===== config.mk =====
export PLATFORM = sky130hd
export DESIGN_NAME = hci_iso_sdu_fragmenter_top_flat
export DESIGN_NICKNAME = d
export VERILOG_FILES = /design/src/rtl/isf_pkg.sv /design/src/rtl/isf_if.sv /design/src/rtl/isf_front.sv /design/src/rtl/isf_queue.sv /design/src/rtl/isf_back.sv /design/src/rtl/hci_iso_sdu_fragmenter_top.sv /design/src/flat_wrapper.sv
export VERILOG_INCLUDE_DIRS = /design/src /design/src/rtl
export SDC_FILE = /design/constraint.sdc
export NUM_CORES = 1
export LEC_CHECK = 0
export BUFFER_PORTS_ARGS = -buffer_cell sky130_fd_sc_hd__buf_4
export CAP_MARGIN = 25
export CORE_MARGIN = 2
export CORE_UTILIZATION = 49
export DETAILED_ROUTE_END_ITERATION = 10
export PLACE_DENSITY = 0.69
export SYNTH_ARGS = -nofsm -noshare
export SYNTH_HDL_FRONTEND = slang
export SYNTH_SLANG_ARGS = --single-unit

===== constraint.sdc =====
create_clock -name clk -period 10.5 [get_ports clk]
set_input_delay 2.1 -clock clk [delete_from_list [all_inputs] [get_ports clk]]
set_output_delay 2.1 -clock clk [all_outputs]
set_load 0.05 [all_outputs]

===== src/rtl/hci_iso_sdu_fragmenter_top_defines.svh =====
// Assertion macros used by the fragmenter top level.
`ifndef HCI_ISO_SDU_FRAGMENTER_TOP_DEFINES_SVH
`define HCI_ISO_SDU_FRAGMENTER_TOP_DEFINES_SVH

// Antecedent implies consequent in the same cycle.
`define ISF_ASSERT_SAME(lbl, ante, cons) \
  lbl: assert property (@(posedge clk) disable iff (rst) (ante) |-> (cons)) \
    else $error("isf check failed");

// Antecedent implies consequent in the next cycle.
`define ISF_ASSERT_NEXT(lbl, ante, cons) \
  lbl: assert property (@(posedge clk) disable iff (rst) (ante) |=> (cons)) \
    else $error("isf check failed");

`endif


===== src/rtl/isf_pkg.sv =====
// Types and constants shared by the ISO SDU fragmenter modules.
`default_nettype none
package isf_pkg;

  localparam logic [11:0] FRAG_SIZE_RESET = 12'd300;
  localparam int unsigned QUEUE_DEPTH = 4;

  // Data total length of an 8-byte header counts the 4 extra header bytes.
  localparam logic [12:0] HDR_EXTRA = 13'd4;

  // Position of the data byte in the output sequence of one queue entry.
  localparam logic [3:0] LONG_DATA_PHASE  = 4'd8;
  localparam logic [3:0] SHORT_DATA_PHASE = 4'd4;
  localparam logic [3:0] BARE_DATA_PHASE  = 4'd0;

  // Header byte offsets.
  localparam logic [3:0] HB_HANDLE_LO = 4'd0;
  localparam logic [3:0] HB_HANDLE_HI = 4'd1;
  localparam logic [3:0] HB_LEN_LO    = 4'd2;
  localparam logic [3:0] HB_LEN_HI    = 4'd3;
  localparam logic [3:0] HB_SEQ_LO    = 4'd4;
  localparam logic [3:0] HB_SEQ_HI    = 4'd5;
  localparam logic [3:0] HB_SDU_LO    = 4'd6;
  localparam logic [3:0] HB_SDU_HI    = 4'd7;

  typedef enum logic [1:0] {
    PB_FIRST    = 2'd0,
    PB_CONT     = 2'd1,
    PB_COMPLETE = 2'd2,
    PB_LAST     = 2'd3
  } pb_t;

  // One classified input item: a data byte, optionally preceded by a header.
  typedef struct packed {
    logic [7:0]  data;
    logic [11:0] handle;
    pb_t         pb;
    logic        hdr;
    logic        long_hdr;
    logic [11:0] plen;
    logic [11:0] sdu_len;
    logic        pkt_end;
  } frag_op_t;

endpackage
`default_nettype wire


===== src/rtl/isf_if.sv =====
// Channel interfaces of the ISO SDU fragmenter: input bytes, packet bytes, config.
`default_nettype none
interface isf_in_if;
  logic        valid;
  logic        ready;
  logic [7:0]  data_byte;
  logic [11:0] iso_handle;
  logic [11:0] sdu_length;
  modport source (output valid, data_byte, iso_handle, sdu_length, input ready);
  modport sink   (input valid, data_byte, iso_handle, sdu_length, output ready);
endinterface

interface isf_out_if;
  logic       valid;
  logic       ready;
  logic [7:0] out_byte;
  logic       packet_start;
  logic       packet_end;
  logic       run_last;
  modport source (output valid, out_byte, packet_start, packet_end, run_last, input ready);
  modport sink   (input valid, out_byte, packet_start, packet_end, run_last, output ready);
endinterface

interface isf_cfg_if;
  logic        valid;
  logic        ready;
  logic [11:0] fragment_size;
  modport source (output valid, fragment_size, input ready);
  modport sink   (input valid, fragment_size, output ready);
endinterface
`default_nettype wire


===== src/rtl/isf_front.sv =====
// Front end: accepts SDU bytes, tracks SDU and packet position, classifies each byte.
`default_nettype none
module isf_front (
  input  wire logic      clk,
  input  wire logic      rst,
  isf_in_if.sink         sdu,
  isf_cfg_if.sink        cfg,
  input  wire logic      q_full,
  output logic           push,
  output isf_pkg::frag_op_t op
);
  import isf_pkg::*;

  logic [11:0] frag_size;
  logic [11:0] sdu_left;
  logic [11:0] pkt_left;
  logic        first_done;

  logic        idle;
  logic        drop;
  logic [11:0] sdu_cur;
  logic [11:0] pkt_cur;
  logic        first_cur;
  logic [11:0] frag;
  logic        fits;
  logic [11:0] plen;
  logic        open_pkt;
  logic [11:0] pkt_left_next;
  logic [11:0] sdu_left_next;
  logic        accept;

  assign cfg.ready = 1'b1;
  assign sdu.ready = !q_full;
  assign accept    = sdu.valid && sdu.ready;

  always_comb begin
    idle          = (sdu_left == 12'd0);
    drop          = idle && (sdu.sdu_length == 12'd0);
    sdu_cur       = idle ? sdu.sdu_length : sdu_left;
    pkt_cur       = idle ? 12'd0 : pkt_left;
    first_cur     = idle ? 1'b0 : first_done;
    frag          = (frag_size == 12'd0) ? 12'd1 : frag_size;
    fits          = (sdu_cur <= frag);
    plen          = fits ? sdu_cur : frag;
    open_pkt      = (pkt_cur == 12'd0);
    pkt_left_next = (open_pkt ? plen : pkt_cur) - 12'd1;
    sdu_left_next = sdu_cur - 12'd1;

    op.data     = sdu.data_byte;
    op.handle   = sdu.iso_handle;
    op.hdr      = open_pkt;
    op.long_hdr = !first_cur;
    if (!first_cur) begin
      op.pb = fits ? PB_COMPLETE : PB_FIRST;
    end else begin
      op.pb = fits ? PB_LAST : PB_CONT;
    end
    op.plen     = plen;
    op.sdu_len  = sdu_cur;
    op.pkt_end  = (pkt_left_next == 12'd0);
  end

  assign push = accept && !drop;

  always_ff @(posedge clk) begin
    if (rst) begin
      frag_size  <= FRAG_SIZE_RESET;
      sdu_left   <= 12'd0;
      pkt_left   <= 12'd0;
      first_done <= 1'b0;
    end else begin
      if (cfg.valid) begin
        frag_size <= cfg.fragment_size;
      end
      if (push) begin
        sdu_left   <= sdu_left_next;
        pkt_left   <= pkt_left_next;
        first_done <= 1'b1;
      end
    end
  end
endmodule
`default_nettype wire


===== src/rtl/isf_queue.sv =====
// Short queue of classified items between the front and back ends.
`default_nettype none
module isf_queue #(
  parameter int unsigned DEPTH = isf_pkg::QUEUE_DEPTH
) (
  input  wire logic      clk,
  input  wire logic      rst,
  input  wire logic      push,
  input  wire isf_pkg::frag_op_t wr_op,
  input  wire logic      pop,
  output isf_pkg::frag_op_t head,
  output logic           empty,
  output logic           full
);
  import isf_pkg::*;

  localparam int unsigned PW = (DEPTH > 1) ? $clog2(DEPTH) : 1;
  localparam int unsigned CW = $clog2(DEPTH + 1);

  frag_op_t        slots [DEPTH];
  logic [PW-1:0]   wr_ptr;
  logic [PW-1:0]   rd_ptr;
  logic [CW-1:0]   count;

  assign empty = (count == CW'(0));
  assign full  = (count == CW'(DEPTH));
  assign head  = slots[rd_ptr];

  always_ff @(posedge clk) begin
    if (push) begin
      slots[wr_ptr] <= wr_op;
    end
  end

  always_ff @(posedge clk) begin
    if (rst) begin
      wr_ptr <= '0;
      rd_ptr <= '0;
      count  <= '0;
    end else begin
      if (push) begin
        wr_ptr <= (wr_ptr == PW'(DEPTH - 1)) ? '0 : wr_ptr + PW'(1);
      end
      if (pop) begin
        rd_ptr <= (rd_ptr == PW'(DEPTH - 1)) ? '0 : rd_ptr + PW'(1);
      end
      if (push && !pop) begin
        count <= count + CW'(1);
      end else if (pop && !push) begin
        count <= count - CW'(1);
      end
    end
  end
endmodule
`default_nettype wire


===== src/rtl/isf_back.sv =====
// Back end: expands each queued item into header bytes and its data byte.
`default_nettype none
module isf_back (
  input  wire logic      clk,
  input  wire logic      rst,
  input  wire isf_pkg::frag_op_t head,
  input  wire logic      q_valid,
  output logic           pop,
  isf_out_if.source      pkt
);
  import isf_pkg::*;

  logic [3:0]  phase;
  logic [3:0]  data_phase;
  logic        at_data;
  logic        load;
  logic        step;
  logic [12:0] total_len;
  logic [7:0]  byte_sel;

  always_comb begin
    if (!head.hdr) begin
      data_phase = BARE_DATA_PHASE;
    end else if (head.long_hdr) begin
      data_phase = LONG_DATA_PHASE;
    end else begin
      data_phase = SHORT_DATA_PHASE;
    end
    at_data   = (phase == data_phase);
    load      = !pkt.valid || pkt.ready;
    step      = q_valid && load;
    pop       = step && at_data;
    total_len = head.long_hdr ? ({1'b0, head.plen} + HDR_EXTRA) : {1'b0, head.plen};

    if (at_data) begin
      byte_sel = head.data;
    end else begin
      case (phase)
        HB_HANDLE_LO: byte_sel = head.handle[7:0];
        HB_HANDLE_HI: byte_sel = {2'b00, head.pb, head.handle[11:8]};
        HB_LEN_LO:    byte_sel = total_len[7:0];
        HB_LEN_HI:    byte_sel = {3'b000, total_len[12:8]};
        HB_SEQ_LO, HB_SEQ_HI: byte_sel = 8'd0;
        HB_SDU_LO:    byte_sel = head.sdu_len[7:0];
        HB_SDU_HI:    byte_sel = {4'b0000, head.sdu_len[11:8]};
        default:      byte_sel = head.data;
      endcase
    end
  end

  always_ff @(posedge clk) begin
    if (rst) begin
      phase     <= 4'd0;
      pkt.valid <= 1'b0;
    end else if (step) begin
      pkt.valid <= 1'b1;
      phase     <= at_data ? 4'd0 : phase + 4'd1;
    end else if (pkt.ready) begin
      pkt.valid <= 1'b0;
    end
  end

  always_ff @(posedge clk) begin
    if (step) begin
      pkt.out_byte     <= byte_sel;
      pkt.packet_start <= head.hdr && (phase == HB_HANDLE_LO);
      pkt.packet_end   <= at_data && head.pkt_end;
      pkt.run_last     <= at_data;
    end
  end
endmodule
`default_nettype wire


===== src/rtl/hci_iso_sdu_fragmenter_top.sv =====
// Top level of the HCI ISO SDU fragmenter.
//
// The sdu channel takes one SDU payload byte per item together with its
// connection handle and the total SDU length. The pkt channel returns the
// byte stream of HCI ISO data packets, one byte per item, with flags for the
// first header byte of a packet, the final data byte of a packet, and the
// last output byte caused by one input item. The cfg channel writes the
// fragment size (reset value 300; zero acts as one) and is always ready.
// A byte that opens a packet produces 8 header bytes (complete or first
// fragment) or 4 header bytes (continuation or last fragment) before itself.
// An accepted item passes through the queue before its bytes are output.
// Throughput is one input item per cycle for bytes inside a packet while the
// receiver is ready; header bytes take output slots as well. The front end
// classifies bytes and keeps SDU position, a queue of QDEPTH entries holds
// classified items, and the back end serializes headers into a registered
// output. When the receiver stalls, the output byte holds, the queue fills
// and sdu.ready drops only once it is full. A byte that arrives between SDUs
// with an SDU length of zero is accepted and dropped. Reset is synchronous
// and returns the block to idle between SDUs with the queue empty.
`default_nettype none
`include "hci_iso_sdu_fragmenter_top_defines.svh"
module hci_iso_sdu_fragmenter_top #(
  parameter int unsigned QDEPTH = isf_pkg::QUEUE_DEPTH
) (
  input  wire logic clk,
  input  wire logic rst,
  isf_in_if.sink    sdu,
  isf_cfg_if.sink   cfg,
  isf_out_if.source pkt
);
  import isf_pkg::*;

  frag_op_t push_op;
  frag_op_t head_op;
  logic     push;
  logic     pop;
  logic     q_empty;
  logic     q_full;

  isf_front u_front (
    .clk    (clk),
    .rst    (rst),
    .sdu    (sdu),
    .cfg    (cfg),
    .q_full (q_full),
    .push   (push),
    .op     (push_op)
  );

  isf_queue #(
    .DEPTH (QDEPTH)
  ) u_queue (
    .clk   (clk),
    .rst   (rst),
    .push  (push),
    .wr_op (push_op),
    .pop   (pop),
    .head  (head_op),
    .empty (q_empty),
    .full  (q_full)
  );

  isf_back u_back (
    .clk     (clk),
    .rst     (rst),
    .head    (head_op),
    .q_valid (!q_empty),
    .pop     (pop),
    .pkt     (pkt)
  );

  // A header byte is never the last byte of an item.
  `ISF_ASSERT_SAME(a_start_not_last, pkt.valid && pkt.packet_start, !pkt.run_last)
  // A packet only ends on the data byte that closes an item.
  `ISF_ASSERT_SAME(a_end_is_last, pkt.valid && pkt.packet_end, pkt.run_last)
  // After the first header byte is taken, the next header byte follows at once.
  `ISF_ASSERT_NEXT(a_hdr_continues, pkt.valid && pkt.ready && pkt.packet_start,
                   pkt.valid && !pkt.packet_start)
  // A full queue always has an item for the back end.
  `ISF_ASSERT_SAME(a_full_not_empty, q_full, !q_empty)

endmodule
`default_nettype wire


===== src/flat_wrapper.sv =====
// flat-port wrapper written by rule: the top's interface ports become plain ports
module hci_iso_sdu_fragmenter_top_flat import isf_pkg::*;
#(
  parameter int unsigned QDEPTH = isf_pkg::QUEUE_DEPTH
)
  (clk, rst, sdu_valid, sdu_data_byte, sdu_iso_handle, sdu_sdu_length, sdu_ready, cfg_valid, cfg_fragment_size, cfg_ready, pkt_valid, pkt_out_byte, pkt_packet_start, pkt_packet_end, pkt_run_last, pkt_ready);
  isf_in_if sdu_i ();
  isf_cfg_if cfg_i ();
  isf_out_if pkt_i ();
  input  wire logic clk;
  input  wire logic rst;
  input wire logic [$bits(sdu_i.valid)-1:0] sdu_valid;
  input wire logic [$bits(sdu_i.data_byte)-1:0] sdu_data_byte;
  input wire logic [$bits(sdu_i.iso_handle)-1:0] sdu_iso_handle;
  input wire logic [$bits(sdu_i.sdu_length)-1:0] sdu_sdu_length;
  output wire logic [$bits(sdu_i.ready)-1:0] sdu_ready;
  input wire logic [$bits(cfg_i.valid)-1:0] cfg_valid;
  input wire logic [$bits(cfg_i.fragment_size)-1:0] cfg_fragment_size;
  output wire logic [$bits(cfg_i.ready)-1:0] cfg_ready;
  output wire logic [$bits(pkt_i.valid)-1:0] pkt_valid;
  output wire logic [$bits(pkt_i.out_byte)-1:0] pkt_out_byte;
  output wire logic [$bits(pkt_i.packet_start)-1:0] pkt_packet_start;
  output wire logic [$bits(pkt_i.packet_end)-1:0] pkt_packet_end;
  output wire logic [$bits(pkt_i.run_last)-1:0] pkt_run_last;
  input wire logic [$bits(pkt_i.ready)-1:0] pkt_ready;
  assign sdu_i.valid = sdu_valid;
  assign sdu_i.data_byte = sdu_data_byte;
  assign sdu_i.iso_handle = sdu_iso_handle;
  assign sdu_i.sdu_length = sdu_sdu_length;
  assign sdu_ready = sdu_i.ready;
  assign cfg_i.valid = cfg_valid;
  assign cfg_i.fragment_size = cfg_fragment_size;
  assign cfg_ready = cfg_i.ready;
  assign pkt_valid = pkt_i.valid;
  assign pkt_out_byte = pkt_i.out_byte;
  assign pkt_packet_start = pkt_i.packet_start;
  assign pkt_packet_end = pkt_i.packet_end;
  assign pkt_run_last = pkt_i.run_last;
  assign pkt_i.ready = pkt_ready;
  hci_iso_sdu_fragmenter_top #(.QDEPTH(QDEPTH)) u_core (.clk(clk), .rst(rst), .sdu(sdu_i), .cfg(cfg_i), .pkt(pkt_i));
endmodule

==> flow_summary_export.csv, run 1 <==
group,metric,value,unit
clocking,cts_buffer_depth,3,
timing,setup_violations,0,
logic_synthesis,synth_xor_area_share,2.22,%
timing,hold_viol,0,
clocking,ctsResizeCount,0,
global_routing,overflow,0,
place,place_inst,1119,
timing,post-route-min-period,5750,ps
floorplan,rows,55,
route,drt_iter0_drc,524,
place,dp_hpwl,16700,um
logic_synthesis,yosysWarnings,0,
route,dr_total_vias,6969,
route,wl_met1,10700,um
global_routing,grt_max_degree,50,
floorplan,ioPinCount,63,
logic_synthesis,synth_nets,877,
worst_setup_path,required,10870,ps
logic_synthesis,postSynthCellCount,802,
route,drc_errors,0,
logic_synthesis,syn-cell-area,11400,um2
floorplan,fp.dieH,157,um
logic_synthesis,synth_top_area_share,54.5,%
clocking,cts_made_buffers,27,
route,drt_first_pass_iters,5,
logic_synthesis,synth-async-reset-ratio,0,%
worst_setup_path,path_max_fanout,14,
clocking,hold_buffers,0,
cells_and_area,fin_nets,939,
clocking,cts.sinks,258,
place,gp_congestion,0.955,
global_routing,grt_pass1_vias,6976,
global_routing,track_usage,20.8,%
timing,drv_slew,0,
worst_setup_path,cp-start-kind,"input pin",
cells_and_area,area_growth,13.8,%
timing,grt_setup_unrepaired,"false",
floorplan,die_area,24500,um2
route,wl_met2,11700,um
cells_and_area,fin_util,57.1,%
cells_and_area,n_antenna_cell,0,
floorplan,start_util,50.2,%
route,totalWireLength,24800,um
clocking,cts_tree,"done",
job,maxCapViolations,0,
floorplan,core_area,22700,um2
timing,max-slew-margin-rel,30.4,%
floorplan,die_w,157,um
timing,fin_setup_tns,0,ps
worst_setup_path,cp-end-kind,"register",
cells_and_area,final_common_cell,"edfxtp_1",
cells_and_area,mostFrequentLayoutCells,"edfxtp_1, buf_4, nand2_1",
logic_synthesis,synth_cell_types,67,
clocking,htree_num_levels,1,
route,top_layer,"met4",
timing,tightest_slew,1040,ps
cells_and_area,drive_gt1_share,19.8,%
global_routing,antenna_found_initial,0,
timing,fmax,174,MHz
worst_setup_path,arrival,6120,ps
logic_synthesis,synth_compound_area_share,8.26,%
cells_and_area,final_cell_count_no_fill,1167,
worst_setup_path,r2r_setup_slack,5000,ps
global_routing,grt_pass1_wl,39000,um
place,port_buffers,61,
logic_synthesis,synthAdderAreaFrac,2.92,%
clocking,clock-root-buffer,"clkbuf_16",
worst_setup_path,critPathKind,"input pin to register",
logic_synthesis,synth.ff_latch_count,258,
logic_synthesis,synth_top_family_by_area,"multiplexers",
logic_synthesis,yosysTopAreaCell,"edfxtp_1",
logic_synthesis,synthTopCellsByArea,"edfxtp_1, mux4_2, dfxtp_1, ha_1, nand2_1",
timing,finalCritPeriodShare,54.7,%
clocking,clk_pin_slew_worst_paths,60,ps
worst_hold_path,hp-class,"register to register",
logic_synthesis,yosysSeqAreaShare,63.5,%
logic_synthesis,synthSimpleGateAreaFrac,9.46,%
logic_synthesis,synth_edf_count,207,
run_status,status,"finished, final reports clean",
route,wl_per_cell,21.3,um
route,dr_wl_met3,1480,um
logic_synthesis,avgSynthCellArea,14.2,um2
logic_synthesis,synthFlopType,"edfxtp_1",
clocking,post_cts_buffers,0,
timing,fin_skew,9.49,ps
power,p_leak,4.61,nW
route,vias_per_cell,5.97,
power,vdd_drop_max,0.238,mV
clocking,clk-insertion-delay-late,530,ps
power,pwr_density_cell,362,nW/um2
logic_synthesis,synth_mux_area_share,11.1,%
route,ant_nets,0,
## layout make-up
| type | instances | area, um2 |
|---|---|---|
| Timing Repair Buffer | 69 | 526 |
| Multi-Input combinational cell | 473 | 3880 |
| Tap cell | 285 | 357 |
| Fill cell | 1833 | 9740 |
| Sequential cell | 258 | 7240 |
| Inverter | 35 | 131 |
| Clock inverter | 7 | 53.8 |
| Clock buffer | 40 | 781 |
## per-layer routing
layer / global-route usage (%) / vias up
met1: 28.0 / 3461
met2: 34.0 / 228
li1: - / 3219
met3: 3.85 / 61
met4: 7.69 / 0
met5: 0 / -
## sequential cells by signal, summed over array words and instances (netlist names), named ones only
signal / flops
u_core.u_front.sdu_left: 12
u_core.u_back.pkt.packet_end: 1
u_core.u_queue.wr_ptr: 2
u_core.u_back.pkt.valid: 1
u_core.u_front.frag_size: 12
u_core.u_queue.count: 3
u_core.u_back.phase: 4
u_core.u_queue.rd_ptr: 2
u_core.u_back.pkt.run_last: 1
u_core.u_back.pkt.out_byte: 8
u_core.u_front.pkt_left: 12
u_core.u_queue.slots: 196
u_core.u_front.first_done: 1
u_core.u_back.pkt.packet_start: 1
## where the power goes
group | total (W) | internal [W] | switching (W)
clock | 0.000892 | 0.000516 | 0.000376
sequential | 0.00160 | 0.00149 | 0.000112
combinational | 0.00220 | 0.000791 | 0.00141
total | 0.00469 | 0.00280 | 0.00189
## stage by stage
step	hold WS, ps	worst slack (ps)	cell area [um2]	power, W
6_report	475	4750	13000	0.00469
5_1_grt	509	4380	13000	0.00498
4_1_cts	476	4830	13000	0.00469
3_5_place_dp	467	4300	12100	0.00379
3_3_place_gp	454	4450	12100	0.00377
2_1_floorplan	440	5070	11400	0.00322
## worst max-delay path, cell delays in order
cell	delay, ps
buf_4	120
a21oi_1	500
inv_1	220
ha_1	350
o211ai_1	80
a21oi_1	220
a311o_1	550
a21oi_1	170
o21ai_1	370
inv_1	120
ha_1	240
o21ai_0	190
nor2_1	180
a2111oi_2	380
and4b_1	330
## cell families after synthesis
| kind of cell | Yosys count |
|---|---|
| flip-flops | 258 |
| AND/OR/NAND/NOR | 217 |
| AO/OA/AOI/OAI | 136 |
| buffers and inverters | 71 |
| multiplexers | 65 |
| XOR/XNOR | 28 |
| adder cells (fa/ha/maj) | 26 |
| other | 1 |
## synthesized netlist by cell type, drive strengths merged (2+ instances only)
master / number
and3: 7
o211ai: 6
mux4: 49
a31o: 2
a2111oi: 2
dfxtp: 51
inv: 34
or3: 8
xor2: 11
nand4: 9
and2: 12
a32o: 2
a32oi: 7
edfxtp: 207
nand3: 23
o21ai: 22
o31ai: 7
o2111ai: 3
nor2b: 3
mux2i: 14
a221oi: 2
or4: 3
a31oi: 9
nor4: 12
a21o: 8
a21oi: 40
clkbuf: 26
a211oi: 11
a22oi: 5
buf: 10
and4b: 2
mux2: 2
xnor2: 17
nand2: 66
nor3: 10
ha: 25
nor2: 57
## path summary, 6_finish.rpt
path | start | endpoint | cells after the start
min | u_core.u_front.pkt_left[0] | u_core.u_front.pkt_left[0] | 2
max reg2reg | u_core.u_front.sdu_left[7] | u_core.u_queue.slots[3][0] | 17
max | sdu_sdu_length[2] | u_core.u_queue.slots[3][0] | 15
min reg2reg | u_core.u_front.pkt_left[0] | u_core.u_front.pkt_left[0] | 2
No activity file was read; power rests on OpenSTA's default activity.
==> inputs of run 2 (changes only) <==
PLACE_DENSITY = 0.72   (was 0.69)
clock period = 4.7 ns   (was 10.5 ns; I/O delays follow)
==> run 2 against run 1 <==
Net effect:
- clock power is 140% higher
- critical path type is now register to register
- largest power group unchanged
- sequential share of layout area fell by 1.5 points
- first-iteration DRC count is 29% higher
==> flow_summary_export.csv, run 2 (synthesis gave the netlist of run 1 again) <==
group,metric,value,unit
worst_setup_path,path_delay_family,"simple AND/OR/NAND/NOR gates",
power,vdd_drop_max,0.461,mV
cells_and_area,multi_input_area,3900,um2
clocking,hold_buffers,0,
timing,drv_slew,0,
cells_and_area,seq_area,7250,um2
timing,max-slew-margin-rel,49.2,%
worst_setup_path,cp-start-kind,"register",
clocking,clk_pin_slew_worst_paths,60,ps
power,power,0.0112,W
floorplan,fp.dieH,157,um
route,dr_total_vias,7129,
power,pwr_density_cell,839,nW/um2
cells_and_area,final_common_cell,"edfxtp_1",
cells_and_area,nFillCells,1776,
power,power_frac_seq,32.0,%
timing,finalCritPeriodShare,95.4,%
clocking,clock-root-buffer,"clkbuf_16",
worst_hold_path,whs_path_depth,2,
power,clkPwrFrac,19.1,%
route,drc_errors,0,
cells_and_area,regMostFlops,"u_core.u_queue.slots",
global_routing,track_usage,21.7,%
worst_setup_path,rr_worst_depth,19,
clocking,cts_made_buffers,27,
timing,tightest_slew,762,ps
place,gp_congestion,0.920,
route,vias_per_cell,5.91,
floorplan,ioPinCount,63,
cells_and_area,largest_reg_flops,196,
worst_setup_path,startpoint,"u_core.u_front.sdu_left[3]",
worst_setup_path,r2r_setup_slack,210,ps
route,drt_iter0_drc,674,
floorplan,die_area,24500,um2
floorplan,die_w,157,um
cells_and_area,area_growth,17.0,%
clocking,htree_num_levels,1,
timing,fin_skew,23.6,ps
worst_setup_path,slowest_stage,"dfxtp_1",
cells_and_area,finish.instance_area,13300,um2
worst_setup_path,cp_cell_sequence,"nor4_4, and3_2, buf_4, a21oi_1, inv_1, ha_1, or3b_1, a32oi_1, nor3_1, a311oi_2, buf_4, buf_4, o21ai_0, and3_1, nor4_4, buf_4, xnor2_1, a2111oi_2, and4b_2",
route,totalWireLength,25900,um
clocking,cts_buffer_depth,3,
run_status,status,"finished, final reports clean",
timing,setup_violations,0,
power,p_leak,4.83,nW
cells_and_area,n_antenna_cell,0,
global_routing,grt_pass1_vias,7193,
worst_hold_path,hp-class,"register to register",
power,combPwrFrac,48.8,%
power,switchingPower,0.00439,W
worst_setup_path,arrival,4880,ps
place,placement.cell_area,12400,um2
timing,post-route-min-period,4490,ps
floorplan,rows,55,
worst_setup_path,slowest_delay,410,ps
cells_and_area,drive_gt1_share,24.6,%
worst_setup_path,required,5090,ps
clocking,cts.sinks,258,
floorplan,core_area,22700,um2
clocking,clk-insertion-delay-late,550,ps
clocking,cts_tree,"done",
place,dp_hpwl,17300,um
worst_setup_path,reg2reg_to,"u_core.u_queue.slots[0][0]",
cells_and_area,mostFrequentLayoutCells,"edfxtp_1, buf_4, nand2_1",
worst_setup_path,timing.rr.start,"u_core.u_front.sdu_left[3]",
job,maxCapViolations,0,
global_routing,grt_max_degree,50,
global_routing,grt_pass1_wl,40500,um
worst_setup_path,path_max_fanout,7,
route,ant_nets,0,
power,power.internal,0.00680,W
global_routing,overflow,0,
global_routing,antenna_found_initial,0,
worst_setup_path,cp-end-kind,"register",
timing,fmax,223,MHz
timing,hold_viol,0,
cells_and_area,fin_nets,977,
worst_setup_path,worst-path-buf-inv,5,
route,drt_first_pass_iters,7,
worst_setup_path,crit_cells,19,
route,wl_per_cell,21.4,um
worst_setup_path,cp-endpoint,"u_core.u_queue.slots[0][0]",
worst_setup_path,critPathMostFrequentCell,"buf_4",
floorplan,start_util,50.2,%
place,port_buffers,61,
worst_setup_path,critPathKind,"register to register",
power,netSwitchingFraction,39.3,%
[run 2: cell count changes in the layout (fill, tap and decap cells not counted), sizes merged]
cell      change
clkinvlp      +1
bufinv        +3
clkbuf        -7
buf          +38
clkinv        +4
[run 2: layout make-up]
| type | instances | area share, % |
|---|---|---|
| clock buffer | 33 | 5.39 |
| clock inverter | 15 | 1.34 |
| inverter | 35 | 0.985 |
| multi-input combinational | 473 | 29.2 |
| sequential | 258 | 54.3 |
| tap | 285 | 2.67 |
| timing repair buffer | 107 | 6.02 |
[run 2: metal layers]
layer  wire (um)  vias to the layer above  share of wire, %  track usage (%)
met3        1490                       63               5.7             3.32
li1            -                     3300                 -                -
met4         818                        0               3.2             6.38
met1       11100                     3499                43             29.4
met2       12500                      267                48             36.5
met5           0                        -                 0                0
[run 2: worst min path at each step]
stage,start,end
after floorplan,u_core.u_front.first_done,u_core.u_front.first_done
after global placement,u_core.u_front.first_done,u_core.u_front.first_done
after detailed placement,u_core.u_front.first_done,u_core.u_front.first_done
after CTS,u_core.u_front.first_done,u_core.u_front.first_done
after global routing,u_core.u_front.pkt_left[8],u_core.u_front.pkt_left[8]
final,u_core.u_front.first_done,u_core.u_front.first_done
[run 2: through the flow]
| stage | worst slack [ps] | hold WS (ps) | setup TNS [ps] | util [%] | cells |
|---|---|---|---|---|---|
| final | 214 | 476 | 0 | 58.7 | 1206 |
| after global placement | 73.1 | 454 | 0 | 54.5 | 1153 |
| after floorplan | 287 | 440 | 0 | - | 802 |
| after global routing | -11.1 | 518 | -41.2 | 58.7 | 1206 |
| after CTS | 84.9 | 483 | 0 | 58.5 | 1201 |
| after detailed placement | -27.5 | 469 | -110 | 54.5 | 1153 |
[run 2: worst min-delay path: cells and delay by family, from the launching register on]
kind | cells | cell delay (ps)
DFF | 1 | 330
and+or+nand+nor | 2 | 120
[run 2: power groups by stage]
stage	registers (W)	clock network, W	logic [W]
3_5_place_dp	0.00363	0	0.00522
2_1_floorplan	0.00369	0	0.00350
4_1_cts	0.00359	0.00218	0.00526
6_report	0.00358	0.00214	0.00546
3_3_place_gp	0.00360	0	0.00517
5_1_grt	0.00363	0.00226	0.00594
[run 2: timing repair]
action,4_1_cts,5_1_grt
setup buffers,0,4
endpoints found under the setup margin,0,7
resized for setup,0,11
==> inputs of run 3 (changes only) <==
CORE_ASPECT_RATIO = 0.8   (was not set)
SLEW_MARGIN = 20   (was not set)
==> run 3 against run 2 <==
Net effect:
- worst setup slack gained 30 ps
- final cell count rose by 1.5%
- flip-flop and latch count is the same
- first-iteration DRC count increased by 18%
- worst hold slack worse by 4.4 ps
- total power down 0.22%
- routed wire length decreased by 0.68%
- clock power shrank 3%
- non-clock buffer count unchanged
- critical endpoint is now u_core.u_queue.slots[1][0]
==> flow_summary_export.csv, run 3 (synthesis gave the netlist of run 1 again) <==
group,metric,value,unit
route,ant_nets,0,
cells_and_area,drive_gt1_share,24.2,%
global_routing,grt_max_degree,50,
timing,setup_violations,0,
cells_and_area,seq_area,7240,um2
timing,tightest_slew,843,ps
cells_and_area,fin_nets,975,
worst_setup_path,cp_cell_sequence,"nor4_2, and3_2, buf_4, a21oi_1, inv_1, ha_1, a2111o_1, a32oi_1, nor3_1, a311oi_2, o31ai_1, o21ai_2, inv_1, ha_1, o21ai_1, nor2_2, a2111oi_2, and4b_2",
route,drt_first_pass_iters,5,
global_routing,antenna_found_initial,0,
floorplan,ioPinCount,63,
clocking,clk-insertion-delay-late,540,ps
power,pwr_density_cell,838,nW/um2
global_routing,track_usage,21.4,%
worst_setup_path,startpoint,"u_core.u_front.sdu_left[1]",
worst_setup_path,slowest_delay,430,ps
worst_setup_path,reg2reg_to,"u_core.u_queue.slots[1][0]",
worst_setup_path,required,5080,ps
timing,fin_setup_tns,0,ps
cells_and_area,regMostFlops,"u_core.u_queue.slots",
timing,fin_skew,12.8,ps
cells_and_area,n_antenna_cell,0,
clocking,cts.sinks,258,
route,drc_errors,0,
worst_setup_path,critPathKind,"register to register",
place,dp_hpwl,17700,um
worst_setup_path,rr_worst_depth,18,
floorplan,start_util,50.2,%
floorplan,die_area,24500,um2
worst_setup_path,r2r_setup_slack,240,ps
worst_setup_path,path_max_fanout,8,
clocking,clock-root-buffer,"clkbuf_16",
floorplan,core_area,22700,um2
worst_hold_path,hp-start,"u_core.u_front.first_done",
worst_setup_path,cp-endpoint,"u_core.u_queue.slots[1][0]",
route,vias_per_cell,5.82,
worst_setup_path,arrival,4840,ps
clocking,clk_pin_slew_worst_paths,60,ps
place,port_buffers,61,
cells_and_area,multi_input_area,3910,um2
power,p_leak,4.81,nW
floorplan,die_w,175,um
job,maxCapViolations,0,
worst_hold_path,hp-class,"register to register",
clocking,cts_made_buffers,25,
cells_and_area,area_growth,16.9,%
timing,post-route-min-period,4460,ps
cells_and_area,nFillCells,1797,
timing,max-slew-margin-rel,43.8,%
worst_setup_path,slowest_stage,"dfxtp_1",
route,totalWireLength,25700,um
place,pre_cts_slack,53.8,ps
timing,final.setup.worst_slack,244,ps
cells_and_area,mostFrequentLayoutCells,"edfxtp_1, buf_4, nand2_1",
clocking,hold_buffers,0,
clocking,cts_buffer_depth,3,
power,vdd_drop_max,0.535,mV
floorplan,rows,49,
worst_setup_path,timing.rr.start,"u_core.u_front.sdu_left[1]",
cells_and_area,largest_reg_flops,196,
timing,hold_viol,0,
global_routing,overflow,0,
worst_setup_path,cp-end-kind,"register",
global_routing,grt_pass1_wl,40500,um
route,wl_per_cell,21.0,um
clocking,cts_tree,"done",
worst_setup_path,cp-start-kind,"register",
timing,drv_slew,0,
clocking,htree_num_levels,1,
place,gp_congestion,0.947,
timing,fmax,224,MHz
clocking,post_cts_buffers,0,
floorplan,fp.dieH,140,um
cells_and_area,final_common_cell,"edfxtp_1",
timing,finalCritPeriodShare,94.8,%
run_status,status,"finished, final reports clean",
route,drt_iter0_drc,793,
global_routing,grt_pass1_vias,7209,
route,dr_total_vias,7125,
run 3: cell types whose count changed in the layout (fill, tap and decap cells not counted), sizes merged:
| cell | before | now |
|---|---|---|
| bufinv | 3 | 4 |
| clkinv | 10 | 8 |
| inv | 36 | 37 |
| clkbuf | 33 | 30 |
run 3: timing repair:
item,in CTS,in global routing
endpoints found under the hold margin,0,0
resized for setup,0,9
endpoints found under the setup margin,0,8
run 3: worst min path at each step:
stage | depth (start not counted) | slack (ps) | end
after floorplan | 2 | 440 | u_core.u_front.first_done
after global placement | 2 | 450 | u_core.u_front.first_done
after detailed placement | 2 | 460 | u_core.u_front.first_done
after CTS | 2 | 470 | u_core.u_front.first_done
after global routing | 2 | 510 | u_core.u_front.first_done
final | 2 | 470 | u_core.u_front.first_done
run 3: layer usage:
metal | vias up | global-route usage [%] | wire length, um
met2 | 292 | 34.1 | 11800
met4 | 0 | 6.75 | 763
li1 | 3295 | - | -
met1 | 3482 | 30.9 | 11300
met3 | 56 | 2.82 | 1820
met5 | - | 0 | 0
run 3: area by class of cell:
| class | count | area share (%) |
|---|---|---|
| clock buffers | 30 | 4.99 |
| multi-input cells | 473 | 29.3 |
| clock inverters | 15 | 1.46 |
| inverters | 35 | 0.986 |
| repair buffers | 107 | 6.03 |
| well taps | 306 | 2.87 |
| flip-flops and latches | 258 | 54.4 |
run 3: report_power, final:
| part | switching (W) | internal (W) |
|---|---|---|
| logic | 0.00331 | 0.00220 |
| clock network | 0.000846 | 0.00124 |
| registers | 0.000244 | 0.00333 |
| total | 0.00440 | 0.00676 |
run 3: metrics by stage:
stage	total power, W	util (%)	cells	hold slack (ps)	cell area, um2
global placement	0.00891	54.9	1179	452	12400
finish	0.0112	58.7	1224	471	13300
global route	0.0118	58.7	1224	508	13300
floorplan	0.00719	-	802	440	11400
CTS	0.0111	58.6	1224	475	13300
detailed placement	0.00898	54.9	1179	459	12400
run 3: critical path, delay by kind of cell, from the launching register on:
family                   cells  cell delay [ps]
flip-flops                   1              430
AO/OA/AOI/OAI                8             2150
AND/OR/NAND/NOR              5              940
adder cells (fa/ha/maj)      2              430
buffers and inverters        3              370
